File: config.mk
export PLATFORM = sky130hd
export DESIGN_NAME = spi_clock_rate_backoff_flat
export DESIGN_NICKNAME = d
export VERILOG_FILES = /design/src/rtl/core/srb_pkg.sv /design/src/rtl/core/srb_req_if.sv /design/src/rtl/core/srb_rate_if.sv /design/src/rtl/core/spi_clock_rate_backoff.sv /design/src/rtl/core/srb_cfg_regs.sv /design/src/rtl/core/srb_rate_step.sv /design/src/flat_wrapper.sv
export SDC_FILE = /design/constraint.sdc
export NUM_CORES = 1
export LEC_CHECK = 0
export ABC_AREA = 1
export ABC_CLOCK_PERIOD_IN_PS = 7500
export BUFFER_PORTS_ARGS = -buffer_cell sky130_fd_sc_hd__buf_2
export CAP_MARGIN = 10
export CELL_PAD_IN_SITES_DETAIL_PLACEMENT = 0
export CELL_PAD_IN_SITES_GLOBAL_PLACEMENT = 1
export CORE_AREA = 4 4 234 236
export DETAILED_ROUTE_END_ITERATION = 8
export DIE_AREA = 0 0 238 240
export GPL_ROUTABILITY_DRIVEN = 0
export MAX_ROUTING_LAYER = met4
export PLACE_DENSITY_LB_ADDON = 0.1
export RECOVER_POWER = 50
export SKIP_LAST_GASP = 1
export SLEW_MARGIN = 10
export SYNTH_ARGS = -nofsm -noshare
export SYNTH_HDL_FRONTEND = slang
export SYNTH_HIERARCHICAL = 1
export SYNTH_SLANG_ARGS = --single-unit
export TNS_END_PERCENT = 1
File: constraint.sdc
create_clock -name clk -period 7.5 [get_ports clk]
set_input_delay 2.25 -clock clk [delete_from_list [all_inputs] [get_ports clk]]
set_output_delay 2.25 -clock clk [all_outputs]
set_load 0.03 [all_outputs]
File: src/rtl/core/srb_pkg.sv
`timescale 1ns / 1ps

package srb_pkg;

    // trip counts are fixed-width registers, independent of the run counter width
    localparam int TRIP_BITS      = 16;
    localparam int CFG_INDEX_BITS = 3;

    // start rate loaded at reset, truncated to the rate width where it is used
    localparam logic [63:0] START_RESET = 64'd1000000;

    typedef enum logic [CFG_INDEX_BITS-1:0] {
        CFG_RATE_FLOOR   = 3'd0,
        CFG_RATE_CEILING = 3'd1,
        CFG_RATE_START   = 3'd2,
        CFG_FAIL_TRIP    = 3'd3,
        CFG_OK_TRIP      = 3'd4
    } cfg_idx_t;

    // zero trip count acts as one
    function automatic logic [TRIP_BITS-1:0] trip_of(input logic [TRIP_BITS-1:0] t);
        trip_of = (t == '0) ? TRIP_BITS'(1) : t;
    endfunction

endpackage

File: src/rtl/core/srb_req_if.sv
`timescale 1ns / 1ps

interface srb_req_if;
    logic valid;
    logic ready;
    logic req_type;
    logic crc_good;

    modport source (output valid, output req_type, output crc_good, input ready);
    modport sink   (input valid, input req_type, input crc_good, output ready);
endinterface

File: src/rtl/core/srb_rate_if.sv
`timescale 1ns / 1ps

interface srb_rate_if #(
    parameter int RATE_BITS = 32
);
    logic                 valid;
    logic                 ready;
    logic [RATE_BITS-1:0] rate_now;

    modport source (output valid, output rate_now, input ready);
    modport sink   (input valid, input rate_now, output ready);
endinterface

File: src/rtl/core/spi_clock_rate_backoff.sv
`timescale 1ns / 1ps

// spi clock rate backoff
//
// req carries one item per finished spi transfer (req_type = 0, crc_good
// gives the crc outcome) or a restart item (req_type = 1, crc_good ignored).
// rsp returns one item per request: the clock rate in hertz after that item.
// cfg_we / cfg_index / cfg_wdata write the floor, ceiling, start rate and the
// two trip counts; writes take effect for the next item, no read-back.
//
// the state update is a single compare, shift and clamp between the request
// handshake and the rate/run registers, and the result is shown from the
// rate register the next cycle.
// throughput is one item per cycle; req.ready stays high while the result
// register is empty or being taken, so only a stalled rsp holds off req.
//
// reset loads floor 0, ceiling all ones, start 1000000, trip counts 1, the
// rate as the clamped start rate and both runs cleared; rsp is empty.
module spi_clock_rate_backoff #(
    parameter int RATE_BITS = 32,
    parameter int RUN_BITS  = 16
) (
    input  logic                                clk,
    input  logic                                rst_n,
    srb_req_if.sink                             req,
    srb_rate_if.source                          rsp,
    input  logic                                cfg_we,
    input  logic [srb_pkg::CFG_INDEX_BITS-1:0]  cfg_index,
    input  logic [((RATE_BITS > srb_pkg::TRIP_BITS) ? RATE_BITS
                   : srb_pkg::TRIP_BITS)-1:0]   cfg_wdata
);
    import srb_pkg::*;

    localparam int CFG_BITS = (RATE_BITS > TRIP_BITS) ? RATE_BITS : TRIP_BITS;
    localparam logic [RATE_BITS-1:0] RATE_START_RST = RATE_BITS'(START_RESET);

    // configuration
    logic [RATE_BITS-1:0] rate_floor, rate_ceiling, rate_start;
    logic [TRIP_BITS-1:0] fail_trip_count, ok_trip_count;

    // adaptation state
    logic [RATE_BITS-1:0] rate_reg, rate_next;
    logic [RUN_BITS-1:0]  good_run_reg, good_run_next;
    logic [RUN_BITS-1:0]  bad_run_reg, bad_run_next;
    logic                 out_valid_reg, out_valid_next;

    logic take;

    srb_cfg_regs #(
        .RATE_BITS (RATE_BITS),
        .CFG_BITS  (CFG_BITS)
    ) u_cfg (
        .clk             (clk),
        .rst_n           (rst_n),
        .cfg_we          (cfg_we),
        .cfg_index       (cfg_index),
        .cfg_wdata       (cfg_wdata),
        .rate_floor      (rate_floor),
        .rate_ceiling    (rate_ceiling),
        .rate_start      (rate_start),
        .fail_trip_count (fail_trip_count),
        .ok_trip_count   (ok_trip_count)
    );

    srb_rate_step #(
        .RATE_BITS (RATE_BITS),
        .RUN_BITS  (RUN_BITS)
    ) u_step (
        .restart         (req.req_type),
        .good            (req.crc_good),
        .rate            (rate_reg),
        .good_run        (good_run_reg),
        .bad_run         (bad_run_reg),
        .rate_floor      (rate_floor),
        .rate_ceiling    (rate_ceiling),
        .rate_start      (rate_start),
        .fail_trip_count (fail_trip_count),
        .ok_trip_count   (ok_trip_count),
        .rate_next       (rate_next),
        .good_run_next   (good_run_next),
        .bad_run_next    (bad_run_next)
    );

    // accept whenever the result slot is free or drains this cycle
    assign req.ready = !out_valid_reg || rsp.ready;
    assign take      = req.valid && req.ready;

    always_comb
    begin
        if (take)
            out_valid_next = 1'b1;
        else if (rsp.ready)
            out_valid_next = 1'b0;
        else
            out_valid_next = out_valid_reg;
    end

    // state only moves on an accepted item; the rate register doubles as
    // the result payload, so it holds while rsp stalls
    always_ff @(posedge clk or negedge rst_n)
    begin
        if (!rst_n)
        begin
            rate_reg      <= RATE_START_RST;
            good_run_reg  <= '0;
            bad_run_reg   <= '0;
            out_valid_reg <= 1'b0;
        end
        else
        begin
            out_valid_reg <= out_valid_next;
            if (take)
            begin
                rate_reg     <= rate_next;
                good_run_reg <= good_run_next;
                bad_run_reg  <= bad_run_next;
            end
        end
    end

    assign rsp.valid    = out_valid_reg;
    assign rsp.rate_now = rate_reg;

    // every accepted item shows a result in the next cycle
    a_take_gives_result: assert property (@(posedge clk) disable iff (!rst_n)
        take |=> rsp.valid)
        else $error("accepted item produced no result");

    // a good and a bad run never coexist
    a_runs_exclusive: assert property (@(posedge clk) disable iff (!rst_n)
        !((good_run_reg != '0) && (bad_run_reg != '0)))
        else $error("good and bad runs both nonzero");

    // requests are only held off by a stalled result
    a_backpressure_only: assert property (@(posedge clk) disable iff (!rst_n)
        !req.ready |-> (rsp.valid && !rsp.ready))
        else $error("request stalled without a pending result");

    // a restart always leaves both runs cleared
    a_restart_clears: assert property (@(posedge clk) disable iff (!rst_n)
        (take && req.req_type) |=> ((good_run_reg == '0) && (bad_run_reg == '0)))
        else $error("restart left a run count");

endmodule

File: src/rtl/core/srb_cfg_regs.sv
`timescale 1ns / 1ps

module srb_cfg_regs #(
    parameter int RATE_BITS = 32,
    parameter int CFG_BITS  = 32
) (
    input  logic                                clk,
    input  logic                                rst_n,
    input  logic                                cfg_we,
    input  logic [srb_pkg::CFG_INDEX_BITS-1:0]  cfg_index,
    input  logic [CFG_BITS-1:0]                 cfg_wdata,
    output logic [RATE_BITS-1:0]                rate_floor,
    output logic [RATE_BITS-1:0]                rate_ceiling,
    output logic [RATE_BITS-1:0]                rate_start,
    output logic [srb_pkg::TRIP_BITS-1:0]       fail_trip_count,
    output logic [srb_pkg::TRIP_BITS-1:0]       ok_trip_count
);
    import srb_pkg::*;

    localparam logic [RATE_BITS-1:0] RATE_START_RST = RATE_BITS'(START_RESET);

    logic [RATE_BITS-1:0] floor_reg, ceiling_reg, start_reg;
    logic [TRIP_BITS-1:0] fail_trip_reg, ok_trip_reg;

    always_ff @(posedge clk or negedge rst_n)
    begin
        if (!rst_n)
        begin
            floor_reg     <= '0;
            ceiling_reg   <= '1;
            start_reg     <= RATE_START_RST;
            fail_trip_reg <= TRIP_BITS'(1);
            ok_trip_reg   <= TRIP_BITS'(1);
        end
        else if (cfg_we)
        begin
            unique case (cfg_idx_t'(cfg_index))
                CFG_RATE_FLOOR:   floor_reg     <= cfg_wdata[RATE_BITS-1:0];
                CFG_RATE_CEILING: ceiling_reg   <= cfg_wdata[RATE_BITS-1:0];
                CFG_RATE_START:   start_reg     <= cfg_wdata[RATE_BITS-1:0];
                CFG_FAIL_TRIP:    fail_trip_reg <= cfg_wdata[TRIP_BITS-1:0];
                CFG_OK_TRIP:      ok_trip_reg   <= cfg_wdata[TRIP_BITS-1:0];
                default:          ; // unknown index ignored
            endcase
        end
    end

    assign rate_floor      = floor_reg;
    assign rate_ceiling    = ceiling_reg;
    assign rate_start      = start_reg;
    assign fail_trip_count = fail_trip_reg;
    assign ok_trip_count   = ok_trip_reg;

endmodule

File: src/rtl/core/srb_rate_step.sv
`timescale 1ns / 1ps

module srb_rate_step #(
    parameter int RATE_BITS = 32,
    parameter int RUN_BITS  = 16
) (
    input  logic                          restart,
    input  logic                          good,
    input  logic [RATE_BITS-1:0]          rate,
    input  logic [RUN_BITS-1:0]           good_run,
    input  logic [RUN_BITS-1:0]           bad_run,
    input  logic [RATE_BITS-1:0]          rate_floor,
    input  logic [RATE_BITS-1:0]          rate_ceiling,
    input  logic [RATE_BITS-1:0]          rate_start,
    input  logic [srb_pkg::TRIP_BITS-1:0] fail_trip_count,
    input  logic [srb_pkg::TRIP_BITS-1:0] ok_trip_count,
    output logic [RATE_BITS-1:0]          rate_next,
    output logic [RUN_BITS-1:0]           good_run_next,
    output logic [RUN_BITS-1:0]           bad_run_next
);
    import srb_pkg::*;

    localparam int CMP_BITS = (RUN_BITS > TRIP_BITS) ? RUN_BITS : TRIP_BITS;

    logic [RUN_BITS-1:0]  good_inc, bad_inc;
    logic                 good_trip, bad_trip;
    logic [RATE_BITS-1:0] start_lo, start_clamped;
    logic [RATE_BITS-1:0] up, down;

    always_comb
    begin
        good_inc  = good_run + RUN_BITS'(1);
        bad_inc   = bad_run + RUN_BITS'(1);
        good_trip = CMP_BITS'(good_inc) >= CMP_BITS'(trip_of(ok_trip_count));
        bad_trip  = CMP_BITS'(bad_inc) >= CMP_BITS'(trip_of(fail_trip_count));

        // floor first, then ceiling
        start_lo      = (rate_start < rate_floor) ? rate_floor : rate_start;
        start_clamped = (start_lo > rate_ceiling) ? rate_ceiling : start_lo;

        // doubling saturates at the ceiling, also when the top bit falls off
        up = {rate[RATE_BITS-2:0], 1'b0};
        if (rate[RATE_BITS-1] || (up > rate_ceiling))
            up = rate_ceiling;

        down = {1'b0, rate[RATE_BITS-1:1]};
        if (down < rate_floor)
            down = rate_floor;

        if (restart)
        begin
            rate_next     = start_clamped;
            good_run_next = '0;
            bad_run_next  = '0;
        end
        else if (good)
        begin
            bad_run_next  = '0;
            good_run_next = good_trip ? '0 : good_inc;
            rate_next     = good_trip ? up : rate;
        end
        else
        begin
            good_run_next = '0;
            bad_run_next  = bad_trip ? '0 : bad_inc;
            rate_next     = bad_trip ? down : rate;
        end
    end

endmodule
File: src/flat_wrapper.sv
// flat-port wrapper written by rule: the top's interface ports become plain ports
module spi_clock_rate_backoff_flat import srb_pkg::*;
#(
    parameter int RATE_BITS = 32,
    parameter int RUN_BITS  = 16
)
  (clk, rst_n, cfg_we, cfg_index, cfg_wdata, req_valid, req_req_type, req_crc_good, req_ready, rsp_valid, rsp_rate_now, rsp_ready);
  srb_req_if req_i ();
  srb_rate_if #(.RATE_BITS(RATE_BITS)) rsp_i ();
  input  logic clk;
  input  logic rst_n;
  input  logic cfg_we;
  input  logic [srb_pkg::CFG_INDEX_BITS-1:0] cfg_index;
  input  logic [((RATE_BITS > srb_pkg::TRIP_BITS) ? RATE_BITS
                   : srb_pkg::TRIP_BITS)-1:0] cfg_wdata;
  input wire logic [$bits(req_i.valid)-1:0] req_valid;
  input wire logic [$bits(req_i.req_type)-1:0] req_req_type;
  input wire logic [$bits(req_i.crc_good)-1:0] req_crc_good;
  output wire logic [$bits(req_i.ready)-1:0] req_ready;
  output wire logic [$bits(rsp_i.valid)-1:0] rsp_valid;
  output wire logic [$bits(rsp_i.rate_now)-1:0] rsp_rate_now;
  input wire logic [$bits(rsp_i.ready)-1:0] rsp_ready;
  assign req_i.valid = req_valid;
  assign req_i.req_type = req_req_type;
  assign req_i.crc_good = req_crc_good;
  assign req_ready = req_i.ready;
  assign rsp_valid = rsp_i.valid;
  assign rsp_rate_now = rsp_i.rate_now;
  assign rsp_i.ready = rsp_ready;
  spi_clock_rate_backoff #(.RATE_BITS(RATE_BITS), .RUN_BITS(RUN_BITS)) u_core (.clk(clk), .rst_n(rst_n), .req(req_i), .rsp(rsp_i), .cfg_we(cfg_we), .cfg_index(cfg_index), .cfg_wdata(cfg_wdata));
endmodule
### Yosys cells after proc, flatten, opt, wreduce, memory -nomap -nowiden

Cells that the tools add are included.

| storage, ports and cells | value |
|---|---|
| bits in registers | 193 |
| logic and storage cells | 55 |

| operators by class | value |
|---|---|
| add/subtract/negate cells | 2 |
| magnitude comparators | 6 |
| equality and inequality tests | 5 |
| multiplexer cells | 18 |
| reductions and logical operators | 15 |

Operator list:

| kind | count |
|---|---|
| 32-bit two-way mux | 8 |
| 16-bit two-way mux | 8 |
| 32-bit > comparator | 2 |
| 16-bit by 1-bit adder with 16-bit output (second input constant) | 2 |
| 16-bit greater-or-equal comparator | 2 |
| 16-bit zero test | 2 |
| 31-bit by 32-bit less-than comparator with 1-bit output | 1 |
| 32-bit less-than comparator | 1 |
| 2-bit AND reduction | 5 |
| 3-bit by 2-bit == test with 1-bit output (second input constant) | 2 |
| 3-bit by 1-bit == test with 1-bit output (second input constant) | 1 |
| 3-bit == test (second input constant) | 1 |
| 3-bit zero test | 1 |
| 3-bit by 2-bit != test with 1-bit output (second input constant) | 1 |
| 3-bit AND reduction | 1 |
| 3-bit nonzero test | 1 |
| 1-bit logical OR | 2 |
| 1-bit two-way mux | 2 |
| 2-bit nonzero test | 1 |
| 1-bit logical AND | 1 |
| 1-bit zero test | 1 |

### Depth between registers and ports, before layout

| logic depth | value |
|---|---|
| word-level depth | 6 |
| depth in mapped cells | 34 |
| mapped depth without buffers | 31 |

### Cells and area by module

The synthesis kept the hierarchy.

By module, submodules not included:

| module | instances | cells each | area an instance (um2) | sequential area each (um2) |
|---|---|---|---|---|
| srb_rate_step | 1 | 1,439 | 7,911.3 | 0.0 |
| srb_cfg_regs | 1 | 565 | 5,142.4 | 3,254.4 |
| spi_clock_rate_backoff | 1 | 282 | 2,622.5 | 1,635.3 |

### Least setup slack after synthesis

Ideal clock, no wire load.

| timing path | value |
|---|---|
| kind | input to output |
| start | in rsp_ready |
| end | out req_ready |
| data arrival time | 2.598 ns |
| required time | 5.250 ns |
| setup slack | 2.652 ns |
| stages | 3 |
| buffers on the path | 1 |
| path through | inv_2 -> nand2_2 -> buf_2 |

| on the way | value |
|---|---|
| word-level cells in the longest chain between the ends | 1 |

RTL lines:

| element | RTL line | source |
|---|---|---|
| start, declared | flat_wrapper.sv:22 | `input wire logic [$bits(rsp_i.ready)-1:0] rsp_ready;` |
| 1-bit logical OR | spi_clock_rate_backoff.sv:85 | `assign req.ready = !out_valid_reg \|\| rsp.ready;` |
| end, declared | flat_wrapper.sv:19 | `output wire logic [$bits(req_i.ready)-1:0] req_ready;` |

Every way passes these cells.

### Final worst setup path

| timing path | value |
|---|---|
| start | reg u_core.u_cfg.floor_reg[31] (netlist: u_core/u_cfg/rate_floor[31]) |
| end | reg u_core.rate_reg[23] (netlist: u_core/rsp.rate_now[23]) |

| on the way | value |
|---|---|
| word-level cells in the longest chain between the ends | 5 |
| elaborated cells on any way between the ends | 9 |

RTL lines:

| element | RTL line | source |
|---|---|---|
| start, declared | srb_cfg_regs.sv:22 | `logic [RATE_BITS-1:0] floor_reg, ceiling_reg, start_reg;` |
| start signal, assigned | srb_cfg_regs.sv:38 | `CFG_RATE_FLOOR: floor_reg <= cfg_wdata[RATE_BITS-1:0];` |
| 32-bit less-than comparator / 31-bit by 32-bit less-than comparator with 1-bit output (equally long branches) | srb_rate_step.sv:38, srb_rate_step.sv:47 |  |
| 32-bit two-way mux (on tied branches) | srb_rate_step.sv:38, srb_rate_step.sv:47 |  |
| 32-bit > comparator / 32-bit two-way mux (equally long branches) | srb_rate_step.sv:39, srb_rate_step.sv:66 |  |
| 32-bit two-way mux (on tied branches) | srb_rate_step.sv:39, srb_rate_step.sv:56 |  |
| 32-bit two-way mux * | srb_rate_step.sv:50 | `if (restart)` |
| named net u_core.rate_next[23] | spi_clock_rate_backoff.sv:42 | `logic [RATE_BITS-1:0] rate_reg, rate_next;` |
| end signal, assigned | spi_clock_rate_backoff.sv:114 | `rate_reg <= rate_next;` |
| end, declared | spi_clock_rate_backoff.sv:42 |  |

The timed path passes the listed nets; every way through them passes the cells marked *. The select of a mux whose other input is x is not followed.
A chain may end at the register's enable or synchronous reset.

==> impl_metrics.csv <==
group,metric,value,unit
run_status,status,"finished with violations",
run_status,violations,"max-capacitance violations, max-slew violations",
logic_synthesis,ys_seq_area_frac,0.312,
global_route,grt_pass1_vias,14500,
timing,finalSetupViolations,0,
logic_synthesis,synth_top_cell_area_share,0.231,
worst_setup_path,cp.arrival,6.10,ns
cts,cts_buffer_depth,2,
layout,post_route_cells_drive_above_1_share,0.106,
logic_synthesis,async_flop_share,1.00,
worst_setup_path,cpMostUsedCell,"nand2_1",
worst_setup_path,cp-start-kind,"flop",
cts,clk_pin_slew,0.09,ns
logic_synthesis,yosysMostFrequentCell,"nand2_1",
worst_setup_path,rr_endpoint,"u_core/rsp.rate_now[23]",
worst_setup_path,crit_slowest_cell,"nand2_2",
logic_synthesis,synth_flop_cell,"dfrtp_1",
cts,insertion_delay,0.51,ns
worst_setup_path,crit_family,"simple AND/OR/NAND/NOR gates",
drt,ant_nets,0,
run,maxCapViolCount,2,
die,die_height,240,um
global_route,use_met2,0.350,
die,row_count,84,
logic_synthesis,synth_nets,2486,
place,dp_cells,2970,
global_route,grt-busiest-layer,"met2",
global_route,gr-usage-met3,0.0290,
hold_path,hold_path.startpoint,"u_core/u_cfg/rate_ceiling[23]",
logic_synthesis,synthTopCellsByCount,"nand2_1 (821), nand3_1 (404), inv_1 (245), ha_1 (158), dfrtp_1 (145)",
cts,cts_buffers,17,
global_route,grt_pass1_wl,93400,um
cts,cts_resized,0,
global_route,overflow,0,
logic_synthesis,synth_cell_types,44,
worst_setup_path,endpoint_kind,"flop",
timing,max_freq,175,MHz
place,dp_hpwl,40600,um
timing,period_minus_slack,5.72,ns
cts,htree_num_levels,4,
timing,tightest_slew,3.08,ns
pwr,power_density,320,nW/um2
drt,viasPerCell,4.99,
timing,slew_headroom,-1.05,
cts,postCtsSetupRepairBufs,0,
logic_synthesis,synth_edf_count,0,
worst_setup_path,crit_path_max_fanout,36,
layout,synthToLayoutAreaGrowth,8.83,%
timing,setup-tns-final,0,ns
place,io_buffers,75,
die,die_w,238,um
cts,holdBufCountCts,0,
worst_setup_path,worstReg2RegStart,"u_core/u_cfg/rate_floor[31]",
timing,rsz0062_at_grt,"no",
timing,fin_skew,0.0226,ns
layout,antennaDiodeCount,0,
hold_path,min_to,"u_core/u_cfg/rate_ceiling[23]",
drt,vias,15000,
logic_synthesis,ys_ff_latch,193,
layout,seqCellArea,4890,um2
die,die_area,57100,um2
cts,cts_sinks,193,
die,core-area,52400,um2
timing,hold_slack,0.471,ns
logic_synthesis,yosysWarnings,6,
timing,period_share,0.762,
hold_path,hold_depth,2,
worst_setup_path,critical_path_class,"reg2reg",
global_route,antenna_found_initial,0,
die,ios,76,
timing,finalHoldViolCount,0,
layout,multi_input_area,9170,um2
die,initial_core_util,0.299,
global_route,grt_max_degree,111,
logic_synthesis,yosysTopAreaCell,"dfrtp_1",
worst_setup_path,ff2ff_path_depth,27,
cts,cts_tree,"built",
worst_setup_path,cp.required,7.88,ns
drt,routedWlPerCell,20.7,um
drt,drt_iter0_drc,1055,
drt,wl,62300,um
drt,route.detailed.drc,0,
worst_setup_path,path_buf_inv,5,
logic_synthesis,synth_area_leaders,"dfrtp_1 (23%), nand2_1 (20%), nand3_1 (13%)",
layout,layout.nets,2501,
pwr,p_leak,9.29,nW
logic_synthesis,syn-instance-count,2286,
drt,firstDrtPassIters,6,
hold_path,hold_class,"reg2reg",
global_route,track_usage,0.223,
worst_setup_path,reg2reg_slack,1.78,ns
logic_synthesis,syn_area_per_cell,6.86,um2
layout,fill_cells,5737,
logic_synthesis,synth_area,15700,um2
pwr,peakVddDrop,155,uV
global_route,grtUsageMet1,0.307,
layout,instances_no_fill,3002,
cts,cts_root_buffer,"clkbuf_16",
timing,maxSlewViolCount,140,
worst_setup_path,slowest_delay,0.78,ns
cell type report:
class,instances,share of cell area
inverter,255,0.0561
sequential,193,0.287
clock buffer,18,0.0252
clock inverter,14,0.00939
multi-input combinational,1730,0.537
tap,688,0.0505
timing repair buffer,104,0.0348
cells in the final DEF, fill, tap and decap left out, types with 6 or more instances in the layout:
cell type,Yosys,final
o21ai_1,11,11
nand3_1,404,402
nand2_1,821,822
nand4_1,9,9
nor2_2,6,7
or2_2,7,7
o21bai_1,18,18
dfrtp_1,145,145
a21oi_1,77,77
inv_2,10,10
clkbuf_16,0,17
dfstp_2,48,48
buf_2,50,73
o211ai_2,11,11
buf_4,21,27
o21ai_0,65,65
o211ai_1,7,7
ha_1,158,158
inv_1,245,245
xor2_1,12,12
nor3_1,8,8
nand2_2,7,6
nor2_1,67,65
nand3_2,4,6
metal layers:
metal	vias up	part of all wire
li1	7436	-
met1	7108	0.48
met2	369	0.45
met3	69	0.044
met4	0	0.018
met5	-	0
metrics by stage:
step / cell area (um2) / total power, mW / util / setup WS (ns)
global placement: 16500 / 4.46 / 0.315 / 1.88
CTS: 17100 / 5.50 / 0.326 / 1.82
floorplan: 15700 / 3.55 / - / 2.65
detailed placement: 16500 / 4.48 / 0.315 / 1.82
global route: 17100 / 5.93 / 0.325 / 1.37
finish: 17100 / 5.45 / 0.325 / 1.78
kinds of logic after synthesis:
group | after synthesis | share of synthesized area
flip-flops | 193 | 0.312
AO/OA/AOI/OAI | 202 | 0.0761
AND/OR/NAND/NOR | 1358 | 0.375
buffers and inverters | 363 | 0.104
XOR/XNOR | 12 | 0.00670
adder cells (fa/ha/maj) | 158 | 0.126
worst max-delay path by stage:
| stage | from | to | slack [ns] | depth (start not counted) |
|---|---|---|---|---|
| 2_1_floorplan | rsp_ready | req_ready | 2.65 | 3 |
| 3_3_place_gp | u_core/u_cfg/rate_floor[31] | u_core/rsp.rate_now[12] | 1.88 | 26 |
| 3_5_place_dp | u_core/u_cfg/rate_floor[31] | u_core/rsp.rate_now[20] | 1.82 | 26 |
| 4_1_cts | u_core/u_cfg/rate_floor[31] | u_core/rsp.rate_now[12] | 1.82 | 26 |
| 5_1_grt | u_core/u_cfg/rate_floor[31] | u_core/rsp.rate_now[12] | 1.37 | 26 |
| 6_report | u_core/u_cfg/rate_floor[31] | u_core/rsp.rate_now[23] | 1.78 | 27 |
where the power goes:
part	internal (mW)	switching, mW	leakage, nW
clock network	0.448	0.527	0.281
registers	1.28	0.321	2.38
logic	0.893	1.98	6.64
total	2.63	2.83	9.29
worst min-delay path: stages, from the launching register on:
cell,delay (ns)
dfstp_2,0.38
nand2_1,0.06
nand2_1,0.04
Note: power is estimated with default switching activity, not from simulation.
